File: config.mk
export PLATFORM = sky130hd
export DESIGN_NAME = shaped_cw_tone_keyer_unit
export DESIGN_NICKNAME = d
export VERILOG_FILES = /design/src/hw/rtl/cwk_pkg.sv /design/src/hw/rtl/shaped_cw_tone_keyer_unit.sv
export SDC_FILE = /design/constraint.sdc
export NUM_CORES = 1
export LEC_CHECK = 0
export ABC_CLOCK_PERIOD_IN_PS = 13050
export BUFFER_PORTS_ARGS = -buffer_cell sky130_fd_sc_hd__buf_2
export CORE_MARGIN = 2
export CORE_UTILIZATION = 53
export CTS_CLUSTER_DIAMETER = 200
export DETAILED_ROUTE_END_ITERATION = 6
export GPL_TIMING_DRIVEN = 1
export PLACE_DENSITY = 0.7
export SKIP_LAST_GASP = 1
export SLEW_MARGIN = 20
export SYNTH_ARGS = -nofsm -noshare
export SYNTH_HDL_FRONTEND = slang
export SYNTH_SLANG_ARGS = --single-unit
File: constraint.sdc
create_clock -name clk_i -period 13.05 [get_ports clk_i]
set_input_delay 1.305 -clock clk_i [delete_from_list [all_inputs] [get_ports clk_i]]
set_output_delay 1.305 -clock clk_i [all_outputs]
set_load 0.005 [all_outputs]
File: src/hw/rtl/cwk_pkg.sv
// ----------------------------------------------------------------------------
// Shaped CW tone keyer package
// Sizes, register indexes, period and output codes, and the cosine and
// raised-cosine envelope tables built at elaboration.
// ----------------------------------------------------------------------------
package cwk_pkg;

  // Sizes
  localparam int ShapeLen    = 32;
  localparam int CosDepth    = 256;
  localparam int SampleWidth = 16;

  localparam int CosIdxW  = $clog2(CosDepth);
  localparam int EnvIdxW  = $clog2(ShapeLen);
  localparam int EnvW     = 16;
  localparam int PhaseW   = 32;
  localparam int SymLenW  = 16;
  localparam int CfgIdxW  = 2;
  localparam int CfgDataW = 32;
  localparam int EnvDen   = 2 * ShapeLen;

  // Register reset values
  localparam logic [PhaseW-1:0]  PhaseStepRst = 32'd536870912;
  localparam logic [SymLenW-1:0] SymbolLenRst = 16'd480;

  // Register indexes
  localparam logic [CfgIdxW-1:0] CfgPhaseStep = 2'd0;
  localparam logic [CfgIdxW-1:0] CfgSymbolLen = 2'd1;

  // Period kinds: {previous key, key}
  localparam logic [1:0] KindHeldUp   = 2'd0;
  localparam logic [1:0] KindGoDown   = 2'd1;
  localparam logic [1:0] KindGoUp     = 2'd2;
  localparam logic [1:0] KindHeldDown = 2'd3;

  // What the output stage does with a sample
  typedef enum logic [1:0] {
    ModeSilent,
    ModeFull,
    ModeShaped
  } mode_e;

  // Payload between the input stage and the output stage
  typedef struct packed {
    mode_e              mode;
    logic [CosIdxW-1:0] cos_idx;
    logic [EnvW-1:0]    env;
    logic               dot_end;
  } s1_t;

  typedef logic signed [SampleWidth-1:0] cos_rom_t [CosDepth];
  typedef logic [EnvW-1:0]               env_rom_t [ShapeLen];

  localparam longint Q30One = 64'sd1073741824;
  localparam longint AmpMax = (64'sd1 <<< (SampleWidth - 1)) - 64'sd1;

  // Taylor coefficients of cos(pi/2 * y) in powers of y^2, Q30
  localparam longint CosPoly [8] = '{
    64'sd1073741824, -64'sd1324675880, 64'sd272375560, -64'sd22401996,
    64'sd987048, -64'sd27060, 64'sd506, -64'sd7
  };

  // Evaluate the quarter-wave polynomial at y (Q30, 0..1), clamp to 0..1
  function automatic longint cos_poly_q30(longint y);
    longint z;
    longint acc;
    int     k;
    z   = (y * y) >>> 30;
    acc = CosPoly[7];
    for (k = 6; k >= 0; k--) begin
      acc = CosPoly[k] + (acc * z) / Q30One;
    end
    if (acc < 0) acc = 0;
    if (acc > Q30One) acc = Q30One;
    return acc;
  endfunction

  // cos(2*pi*k/CosDepth) in Q30
  function automatic longint cos_tab_q30(int k);
    longint p;
    longint q;
    longint quad;
    longint r;
    longint yn;
    longint y;
    longint acc;
    p    = longint'(k) % CosDepth;
    q    = 4 * p;
    quad = q / CosDepth;
    r    = q % CosDepth;
    yn   = quad[0] ? (CosDepth - r) : r;
    y    = (yn <<< 30) / CosDepth;
    acc  = cos_poly_q30(y);
    return (quad == 1 || quad == 2) ? -acc : acc;
  endfunction

  // cos(2*pi*k/EnvDen) in Q30
  function automatic longint env_cos_q30(int k);
    longint p;
    longint q;
    longint quad;
    longint r;
    longint yn;
    longint y;
    longint acc;
    p    = longint'(k) % EnvDen;
    q    = 4 * p;
    quad = q / EnvDen;
    r    = q % EnvDen;
    yn   = quad[0] ? (EnvDen - r) : r;
    y    = (yn <<< 30) / EnvDen;
    acc  = cos_poly_q30(y);
    return (quad == 1 || quad == 2) ? -acc : acc;
  endfunction

  // Cosine table scaled to full sample amplitude, rounded half away from zero
  function automatic cos_rom_t build_cos_rom();
    cos_rom_t rom;
    longint   c;
    longint   mag;
    longint   m;
    for (int i = 0; i < CosDepth; i++) begin
      c      = cos_tab_q30(i);
      mag    = (c < 0) ? -c : c;
      m      = (mag * AmpMax + (64'sd1 <<< 29)) >>> 30;
      rom[i] = SampleWidth'((c < 0) ? -m : m);
    end
    return rom;
  endfunction

  // Raised-cosine rise, Q0.16, saturated at the top
  function automatic env_rom_t build_env_rom();
    env_rom_t rom;
    longint   c;
    longint   e;
    for (int i = 0; i < ShapeLen; i++) begin
      c = env_cos_q30(i + 1);
      e = (Q30One - c + 64'sd16384) >>> 15;
      if (e > 64'sd65535) e = 64'sd65535;
      rom[i] = EnvW'(e);
    end
    return rom;
  endfunction

  localparam cos_rom_t CosRom = build_cos_rom();
  localparam env_rom_t EnvRom = build_env_rom();

endpackage

File: src/hw/rtl/shaped_cw_tone_keyer_unit.sv
// ----------------------------------------------------------------------------
// Shaped CW tone keyer
// Keyed cosine oscillator with raised-cosine rise and fall on key changes.
// ----------------------------------------------------------------------------
// Usage:
//   Each transfer on the s_axis channel is one sample tick; bit 0 of tdata is
//   the key level for the current dot period (1 = down), latched on the first
//   tick of a period. Each tick yields one transfer on m_axis: tdata is the
//   signed Q1.15 audio sample, tlast marks the last sample of a dot period.
//   The cfg channel writes phase_step (index 0) and symbol_len (index 1) and
//   is always ready; write it only while no samples are in flight.
// Throughput and pipeline:
//   One tick per cycle while m_axis is not stalled. A taken tick passes
//   through the stages in order: the first stage updates the period counter
//   and phase accumulator, the second does the cosine lookup and the envelope
//   multiply. The phase accumulator and the period counter are feedback loops.
// Reset:
//   Clears key history, period position and phase, loads phase_step with
//   2^29 and symbol_len with 480, and empties both stages.
// Stall:
//   When m_axis_tready_i is low the output sample holds, the first stage
//   keeps one more tick, and then s_axis_tready_o drops until the output
//   is taken.
// ----------------------------------------------------------------------------
module shaped_cw_tone_keyer_unit (
  input  logic                                clk_i,
  input  logic                                rst_ni,
  // Tick input
  input  logic                                s_axis_tvalid_i,
  output logic                                s_axis_tready_o,
  input  logic [7:0]                          s_axis_tdata_i,   // [0] key
  // Sample output
  output logic                                m_axis_tvalid_o,
  input  logic                                m_axis_tready_i,
  output logic [cwk_pkg::SampleWidth-1:0]     m_axis_tdata_o,   // [15:0] sample
  output logic                                m_axis_tlast_o,   // dot_end
  // Register writes
  input  logic                                cfg_valid_i,
  output logic                                cfg_ready_o,
  input  logic [cwk_pkg::CfgIdxW-1:0]         cfg_index_i,
  input  logic [cwk_pkg::CfgDataW-1:0]        cfg_data_i
);

  localparam int SW    = cwk_pkg::SampleWidth;
  localparam int ProdW = SW - 1 + cwk_pkg::EnvW;

  // Configuration registers
  logic [cwk_pkg::PhaseW-1:0]  phase_step_q;
  logic [cwk_pkg::SymLenW-1:0] symbol_len_q;

  // Keying state
  logic                        prev_key_q;
  logic [1:0]                  kind_q;
  logic [cwk_pkg::SymLenW-1:0] pos_q;
  logic [cwk_pkg::PhaseW-1:0]  phase_q;

  // Pipeline
  logic                        s1_valid_q;
  cwk_pkg::s1_t                s1_q;
  cwk_pkg::s1_t                s1_d;
  logic                        out_valid_q;
  logic signed [SW-1:0]        sample_q;
  logic signed [SW-1:0]        sample_d;
  logic                        last_q;

  logic out_load;
  logic s1_adv;
  logic s_accept;

  // Stage 1 signals
  logic                        key;
  logic [1:0]                  kind_cur;
  logic                        in_shape;
  logic [cwk_pkg::EnvIdxW-1:0] rise_idx;
  logic [cwk_pkg::EnvIdxW-1:0] fall_idx;
  logic                        tone_on;
  logic [cwk_pkg::PhaseW-1:0]  phase_next;
  logic [cwk_pkg::SymLenW-1:0] len_eff;
  logic [cwk_pkg::SymLenW:0]   pos_inc;
  logic                        dot_end;
  logic [cwk_pkg::SymLenW-1:0] pos_d;

  // Stage 2 signals
  logic signed [SW-1:0]        tone;
  logic                        tone_neg;
  logic [SW-1:0]               tone_abs;
  logic [ProdW-1:0]            prod;
  logic [ProdW:0]              prod_rnd;
  logic [SW-1:0]               shaped_mag;
  logic signed [SW-1:0]        shaped;

  // Register writes, always taken
  assign cfg_ready_o = 1'b1;

  always_ff @(posedge clk_i or negedge rst_ni) begin
    if (!rst_ni) begin
      phase_step_q <= cwk_pkg::PhaseStepRst;
      symbol_len_q <= cwk_pkg::SymbolLenRst;
    end else if (cfg_valid_i) begin
      if (cfg_index_i == cwk_pkg::CfgPhaseStep) begin
        phase_step_q <= cfg_data_i[cwk_pkg::PhaseW-1:0];
      end else if (cfg_index_i == cwk_pkg::CfgSymbolLen) begin
        symbol_len_q <= cfg_data_i[cwk_pkg::SymLenW-1:0];
      end
    end
  end

  // Handshake: output register loads when empty or drained
  assign out_load        = !out_valid_q || m_axis_tready_i;
  assign s1_adv          = !s1_valid_q || out_load;
  assign s_axis_tready_o = s1_adv;
  assign s_accept        = s_axis_tvalid_i && s1_adv;

  // Stage 1: latch the period kind, pick the envelope, step the phase
  assign key      = s_axis_tdata_i[0];
  assign kind_cur = (pos_q == '0) ? {prev_key_q, key} : kind_q;
  assign in_shape = pos_q < cwk_pkg::SymLenW'(cwk_pkg::ShapeLen);
  assign rise_idx = pos_q[cwk_pkg::EnvIdxW-1:0];
  assign fall_idx = cwk_pkg::EnvIdxW'(cwk_pkg::SymLenW'(cwk_pkg::ShapeLen - 1) - pos_q);

  always_comb begin
    s1_d.cos_idx = phase_next[cwk_pkg::PhaseW-1 -: cwk_pkg::CosIdxW];
    s1_d.dot_end = dot_end;
    s1_d.mode    = cwk_pkg::ModeSilent;
    s1_d.env     = cwk_pkg::EnvRom[rise_idx];
    unique case (kind_cur)
      cwk_pkg::KindHeldUp: begin
        s1_d.mode = cwk_pkg::ModeSilent;
      end
      cwk_pkg::KindGoDown: begin
        s1_d.mode = in_shape ? cwk_pkg::ModeShaped : cwk_pkg::ModeFull;
      end
      cwk_pkg::KindGoUp: begin
        s1_d.mode = in_shape ? cwk_pkg::ModeShaped : cwk_pkg::ModeSilent;
        s1_d.env  = cwk_pkg::EnvRom[fall_idx];
      end
      cwk_pkg::KindHeldDown: begin
        s1_d.mode = cwk_pkg::ModeFull;
      end
      default: begin
        s1_d.mode = cwk_pkg::ModeSilent;
      end
    endcase
  end

  assign tone_on      = s1_d.mode != cwk_pkg::ModeSilent;
  assign phase_next   = phase_q + phase_step_q;

  // Period counter; a zero length acts as one
  assign len_eff      = (symbol_len_q == '0) ? cwk_pkg::SymLenW'(1) : symbol_len_q;
  assign pos_inc      = {1'b0, pos_q} + (cwk_pkg::SymLenW + 1)'(1);
  assign dot_end      = pos_inc >= {1'b0, len_eff};
  assign pos_d        = dot_end ? '0 : pos_inc[cwk_pkg::SymLenW-1:0];

  always_ff @(posedge clk_i or negedge rst_ni) begin
    if (!rst_ni) begin
      prev_key_q <= 1'b0;
      kind_q     <= cwk_pkg::KindHeldUp;
      pos_q      <= '0;
      phase_q    <= '0;
      s1_valid_q <= 1'b0;
    end else begin
      if (s1_adv) begin
        s1_valid_q <= s_accept;
      end
      if (s_accept) begin
        kind_q <= kind_cur;
        pos_q  <= pos_d;
        if (pos_q == '0) begin
          prev_key_q <= key;
        end
        if (tone_on) begin
          phase_q <= phase_next;
        end
      end
    end
  end

  always_ff @(posedge clk_i) begin
    if (s_accept) begin
      s1_q <= s1_d;
    end
  end

  // Stage 2: cosine lookup, envelope multiply with rounding on the magnitude
  assign tone       = cwk_pkg::CosRom[s1_q.cos_idx];
  assign tone_neg   = tone[SW-1];
  assign tone_abs   = tone_neg ? SW'(-tone) : SW'(tone);
  assign prod       = tone_abs[SW-2:0] * s1_q.env;
  assign prod_rnd   = {1'b0, prod} + (ProdW + 1)'(1 << (cwk_pkg::EnvW - 1));
  assign shaped_mag = prod_rnd[ProdW -: SW];
  assign shaped     = tone_neg ? -$signed(shaped_mag) : $signed(shaped_mag);

  always_comb begin
    unique case (s1_q.mode)
      cwk_pkg::ModeFull:   sample_d = tone;
      cwk_pkg::ModeShaped: sample_d = shaped;
      default:             sample_d = '0;
    endcase
  end

  always_ff @(posedge clk_i or negedge rst_ni) begin
    if (!rst_ni) begin
      out_valid_q <= 1'b0;
    end else if (out_load) begin
      out_valid_q <= s1_valid_q;
    end
  end

  always_ff @(posedge clk_i) begin
    if (out_load && s1_valid_q) begin
      sample_q <= sample_d;
      last_q   <= s1_q.dot_end;
    end
  end

  assign m_axis_tvalid_o = out_valid_q;
  assign m_axis_tdata_o  = sample_q;
  assign m_axis_tlast_o  = last_q;

  // A silent tick leaves the phase where it was
  assert property (@(posedge clk_i) disable iff (!rst_ni)
    (s_accept && !tone_on) |=> $stable(phase_q))
    else $error("phase moved on a silent tick");

  // The tick after a period end starts a new period
  assert property (@(posedge clk_i) disable iff (!rst_ni)
    (s_accept && dot_end) |=> (pos_q == '0))
    else $error("period position not cleared after dot end");

  // A silent sample leaves the output stage as zero
  assert property (@(posedge clk_i) disable iff (!rst_ni)
    (s1_valid_q && out_load && s1_q.mode == cwk_pkg::ModeSilent)
      |=> (m_axis_tvalid_o && m_axis_tdata_o == '0))
    else $error("silent sample not zero");

endmodule

# Word level (Yosys, flattened, before mapping)
# Memories as Yosys holds them, arrays and structs flattened.
# Index checks and enable logic that the tools add are counted.
[word_totals]
wordCells = 70
regBits = 145
in_bits = 47
rom_bits = 5120
memories = 3
[op_classes]
n_addsub = 6
n_lt_le_gt_ge = 5
n_mul = 1
mux = 16
eq_ne = 6
bitwise_logic = 4
reduce_logical = 15
[memory_table]
columns = ["name", "depth", "word_bits", "rd", "rd_clocked_by_memory_dff", "write_ports", "line_no", "text"]
rows = [
  ["(name not given)", 256, 16, 1, 0, 0, "shaped_cw_tone_keyer_unit.sv:186", "assign tone = cwk_pkg::CosRom[s1_q.cos_idx];"],
  ["(name not given)", 32, 16, 1, 0, 0, "shaped_cw_tone_keyer_unit.sv:135", "s1_d.env = cwk_pkg::EnvRom[fall_idx];"],
  ["(name not given)", 32, 16, 1, 0, 0, "shaped_cw_tone_keyer_unit.sv:125", "s1_d.env = cwk_pkg::EnvRom[rise_idx];"],
]
[ops]
columns = ["op", "count"]
rows = [
  ["16-bit two-way mux", 10],
  ["31-bit by 16-bit adder with 32-bit output, second input constant", 1],
  ["32-bit adder", 1],
  ["16-bit logical NOT", 2],
  ["16-bit one-hot mux with 2 select lines", 1],
  ["15-bit by 16-bit multiplier with 31-bit output", 1],
  ["16-bit by 1-bit adder with 17-bit output, second input constant", 1],
  ["17-bit by 16-bit >= comparator with 1-bit output", 1],
  ["16-bit by 6-bit less-than comparator with 1-bit output, second input constant", 1],
  ["16-bit negation", 1],
  ["15-bit two-way mux", 1],
  ["15-bit negation", 1],
  ["6-bit >= comparator, second input constant", 2],
  ["5-bit NOT with 6-bit output", 2],
  ["9-bit >= comparator, second input constant", 1],
  ["8-bit NOT with 9-bit output", 1],
  ["2-bit one-hot mux with 4 select lines", 1],
  ["2-bit by 1-bit == test with 1-bit output, second input constant", 3],
  ["2-bit == test, second input constant", 3],
  ["2-bit two-way mux", 3],
  ["2-bit AND reduction", 3],
  ["5-bit subtractor, first input constant", 1],
  ["2-bit logical NOT", 2],
  ["3-bit AND reduction", 1],
  ["5 further kinds", 8],
]

# Depth between registers and ports, before layout
[depth]
ltp_word = 11
depth_mapped = 45
mapped_depth_nobuf = 40

# Worst setup path before layout
# Ideal clock, no wire load.
[synth_path]
path_type = "register -> register"
from = "reg s1_q[18] in the netlist's numbering"
to = "reg sample_q[14], in the netlist m_axis_tdata_o[14], data pin"
path_buffers = 4
slack_ns = 2.746
t_arrival_ns = 10.047
setup_time_ns = 0.257
stages_incl_launch_ff = 40
required_time_ns = 12.793
cell_sequence = "edfxtp_1 clkbuf_1 inv_1 ha_1 clkbuf_1 nor2b_1 clkbuf_2 nor3_1 a31oi_1 mux4_2 mux4_2 and4b_1 nand2_1 nor2_1 and2_1 nor2_1 xnor2_1 clkbuf_1 [... 4 more ...] fa_1 fa_1 fa_1 inv_1 fa_1 inv_1 ha_1 a21o_1 a211o_1 o22a_1 o31a_1 nor3_1 a21oi_1 a221oi_2 or4b_4 nor4_2 mux2i_1 nand2_1"
[synth_between]
elab_chain_cells = 11
[synth_rtl]
columns = ["element", "line_no", "text"]
rows = [
  ["from (decl)", "shaped_cw_tone_keyer_unit.sv:59", "cwk_pkg::s1_t s1_q;"],
  ["from (signal assigned)", "shaped_cw_tone_keyer_unit.sv:181", "s1_q <= s1_d;"],
  ["8-bit NOT with 9-bit output (implied by the code) (*)", "shaped_cw_tone_keyer_unit.sv:186", ""],
  ["memory 256 x 16 bit (*)", "-", ""],
  ["16-bit two-way mux (implied by the code) (*) (2 in a row)", "shaped_cw_tone_keyer_unit.sv:186", ""],
  ["15-bit negation", "shaped_cw_tone_keyer_unit.sv:188", "assign tone_abs = tone_neg ? SW'(-tone) : SW'(tone);"],
  ["15-bit two-way mux", "shaped_cw_tone_keyer_unit.sv:188", ""],
  ["15-bit by 16-bit multiplier with 31-bit output", "shaped_cw_tone_keyer_unit.sv:189", "assign prod = tone_abs[SW-2:0] * s1_q.env;"],
  ["31-bit by 16-bit adder with 32-bit output", "shaped_cw_tone_keyer_unit.sv:190", "assign prod_rnd = {1'b0, prod} + (ProdW + 1)'(1 << (cwk_pkg::EnvW - 1));"],
  ["16-bit negation", "shaped_cw_tone_keyer_unit.sv:192", "assign shaped = tone_neg ? -$signed(shaped_mag) : $signed(shaped_mag);"],
  ["16-bit two-way mux", "shaped_cw_tone_keyer_unit.sv:192", ""],
  ["16-bit one-hot mux with 2 select lines (*)", "shaped_cw_tone_keyer_unit.sv:195", "unique case (s1_q.mode)"],
  ["via sample_d[14]", "shaped_cw_tone_keyer_unit.sv:63", "logic signed [SW-1:0] sample_d;"],
  ["to (signal assigned)", "shaped_cw_tone_keyer_unit.sv:212", "sample_q <= sample_d;"],
  ["to (decl)", "shaped_cw_tone_keyer_unit.sv:62", "logic signed [SW-1:0] sample_q;"],
]
# The timed path passes the listed nets; every way through them passes the cells marked *. The select of a mux whose other input is x is not followed.
# A chain may end at the register's enable or synchronous reset.

# Worst setup path in the final report
[layout_path]
from = "reg s1_q[19] in the netlist's numbering"
to = "reg sample_q[14], in the netlist m_axis_tdata_o[14], data pin"
# Same word-level chain as after synthesis.

==> metrics.txt <==
DRC errors left=1; Mapped Nets=3110; layout cell share with drive strength beyond 1=10.0%; CTS tree=built; nets=3081; Data required, critical path=13.25 ns; max incr delay on CP=0.88 ns; largest net degree at the start of global routing=91; GRT Resource Usage Total=33.0%; Root Driver=clkbuf_16; top post-synthesis cells by count=nand2_1, inv_1, ha_1; setup bufs post-CTS=0; Crit-path slowest cell=edfxtp_1; total routed wirelength=71200 microns; Post-Synth XOR/XNOR Area=3.12%; num rows=74; syn_area_per_cell=8.22 sq um; synthesized instance count=2697; setup_tns=0 ns; clk_skew=0.0125 ns; cell mode on critical path=inv_1; dominant cells by area after synthesis=fa_1, dfrtp_1, ha_1; port bufs=58; WP buf/inv=8; # clock sinks=145; top-count cell post-synth=nand2_1; Top Family by Delay on Critical Path=adder cells; Layout area overhead=5.88%; Hold Buf Count CTS=0; TritonCTS Buffers=17; crit end category=flop; Synth cell types=91; relative slew slack=30.6%; failing checks=DRC; Max FO, Critical Path=32; Adder-Cell Fraction of Synth Area=26.8%; RSZ-0062 raised after global routing=false; Reg clk slew, reported paths=0.07 ns; Core Region=41000 sq um; crit share post-route=89.3%; # H-tree levels=4; Slew Limit Fails=0; First-pass DRT Iterations=7; Fin. Hold Viols=0; insertion delay to the later sink of the worst-skew pair=0.46 ns; outcome=complete, but fails checks; MaxCap Viol Count=0; Top FF cell, synth=dfrtp_1; Fmax achieved=85.8 MHz; CTS Buffer Depth=2; crit path launch type=flop; die area=43500 sq um; vias in the first global route=20100; post-synthesis sequential area ratio=17.4%; chip width=209 microns; Tightest Hold Check Type=reg2reg; top-area cell type share of the netlist area=16.4%; synth warn=0; initial DRC count=2070; portion of netlist area occupied by mux cells=4.84%; final setup violation count=0; die height=209 microns; synthesized area=22200 sq um; fin cells=3215; Synth Area in Compound Gates=20.7%; CP Class=reg2reg; crit path time final=11.65 ns; grt ovf=0; initial antenna violation count=2; vias per cell=6.39; FFs w/ async S/R, synth=69.7%; worst-margin pin slew=1.04 ns; WP data arrival=11.85 ns; cell taking the most area after synthesis=fa_1; number of synthesized flops with an enable pin=44; post-route antenna net violation count=0; FILL cells=3769; CTS resizes=0; Vias=20600; global-route wire length before repair=113000 microns; Yosys reg bits=145; # IOs=67; Detailed Place HPWL=53100 microns; simple-gate portion of the synthesized area=19.2%; WL per Instance=22.2 microns; Initial Util=54.1%; GP Congestion=1.03; main combinational cell family by area after synthesis=adder cells; DP Cell Count=3181
-- kinds of logic (layout without fill, tap and decap cells) --
logic type      after synthesis  count (layout)
xor+xnor                     79              79
other cells                   1               3
buf+inv                     437             421
mux                          81              81
fa+ha+maj                   366             366
simple gates                882             882
flops                       145             145
compound gates              706             706
-- cells in the final DEF (no fill, tap or decap), drive strengths merged, types with 18 or more instances in the layout --
cell,synthesis,final
a21o,51,51
buf,65,122
nand2b,40,40
dfrtp,96,96
clkbuf,105,19
o211ai,31,31
a31oi,40,40
nor2b,44,44
o21ai,175,175
inv,263,268
xnor2,47,47
xor2,32,32
o31ai,20,20
mux2,59,59
nand3,58,58
nand2,338,338
and2,109,109
a311oi,21,21
nor2,145,145
fa,182,182
nor4,18,18
a21oi,174,174
ha,184,184
a211oi,38,38
edfxtp,44,44
nor3,55,55
o311ai,20,20
-- routing by layer --
| layer | wire, microns | GRT usage, % |
|---|---|---|
| met4 | 3540 | 15.3 |
| met1 | 29900 | 44.7 |
| met5 | 10 | 0 |
| met3 | 6430 | 7.22 |
| met2 | 31400 | 50.4 |
-- stage by stage --
| stage | setup WS, ns | hold slack (ns) | cell area, sq um | util, % |
|---|---|---|---|---|
| 3_5_place_dp | 1.68 | 0.431 | 22900 | 55.8 |
| 5_1_grt | 0.875 | 0.446 | 23500 | 57.2 |
| 4_1_cts | 1.63 | 0.439 | 23500 | 57.2 |
| 2_1_floorplan | 2.75 | 0.400 | 22200 | - |
| 3_3_place_gp | 1.72 | 0.405 | 22900 | 55.8 |
| 6_report | 1.40 | 0.431 | 23500 | 57.2 |
-- path summary, 6_finish.rpt --
check	to	startpoint	depth (start not counted)	slack (ns)
max in group asynchronous	kind_q[1]$_DFFE_PN0P_	rst_ni	2	11.07
max reg2reg	m_axis_tdata_o[14]$_DFFE_PP_	s1_q[19]$_DFFE_PP_	37	1.40
min in group asynchronous	phase_q[15]$_DFFE_PN0P_	rst_ni	1	0.83
max	m_axis_tdata_o[14]$_DFFE_PP_	s1_q[19]$_DFFE_PP_	37	1.40
min	m_axis_tlast_o$_DFFE_PP_	s1_q[0]$_DFFE_PP_	0	0.43
min reg2reg	m_axis_tlast_o$_DFFE_PP_	s1_q[0]$_DFFE_PP_	0	0.43
-- cell type report --
type | instances | area [sq um] | area share (%)
Clock inverter | 13 | 123 | 0.522
Inverter | 267 | 1000 | 4.27
Sequential cell | 145 | 3860 | 16.4
Antenna cell | 2 | 5.00 | 0.0213
Timing Repair Buffer | 122 | 798 | 3.40
Multi-Input combinational cell | 2115 | 16600 | 70.6
Tap cell | 532 | 666 | 2.84
Clock buffer | 19 | 443 | 1.89
-- flip-flops by register name (all words and copies together), names as in the netlist --
| name | flops |
|---|---|
| kind_q | 2 |
| symbol_len_q | 16 |
| s1_valid_q | 1 |
| m_axis_tvalid_o | 1 |
| pos_q | 16 |
| phase_step_q | 32 |
| s1_q | 27 |
| phase_q | 32 |
| prev_key_q | 1 |
| m_axis_tlast_o | 1 |
| m_axis_tdata_o | 16 |
Power is left out: the tool's default activity adds up to more than one toggle a clock period on the data nets, which glitch-free logic cannot reach.
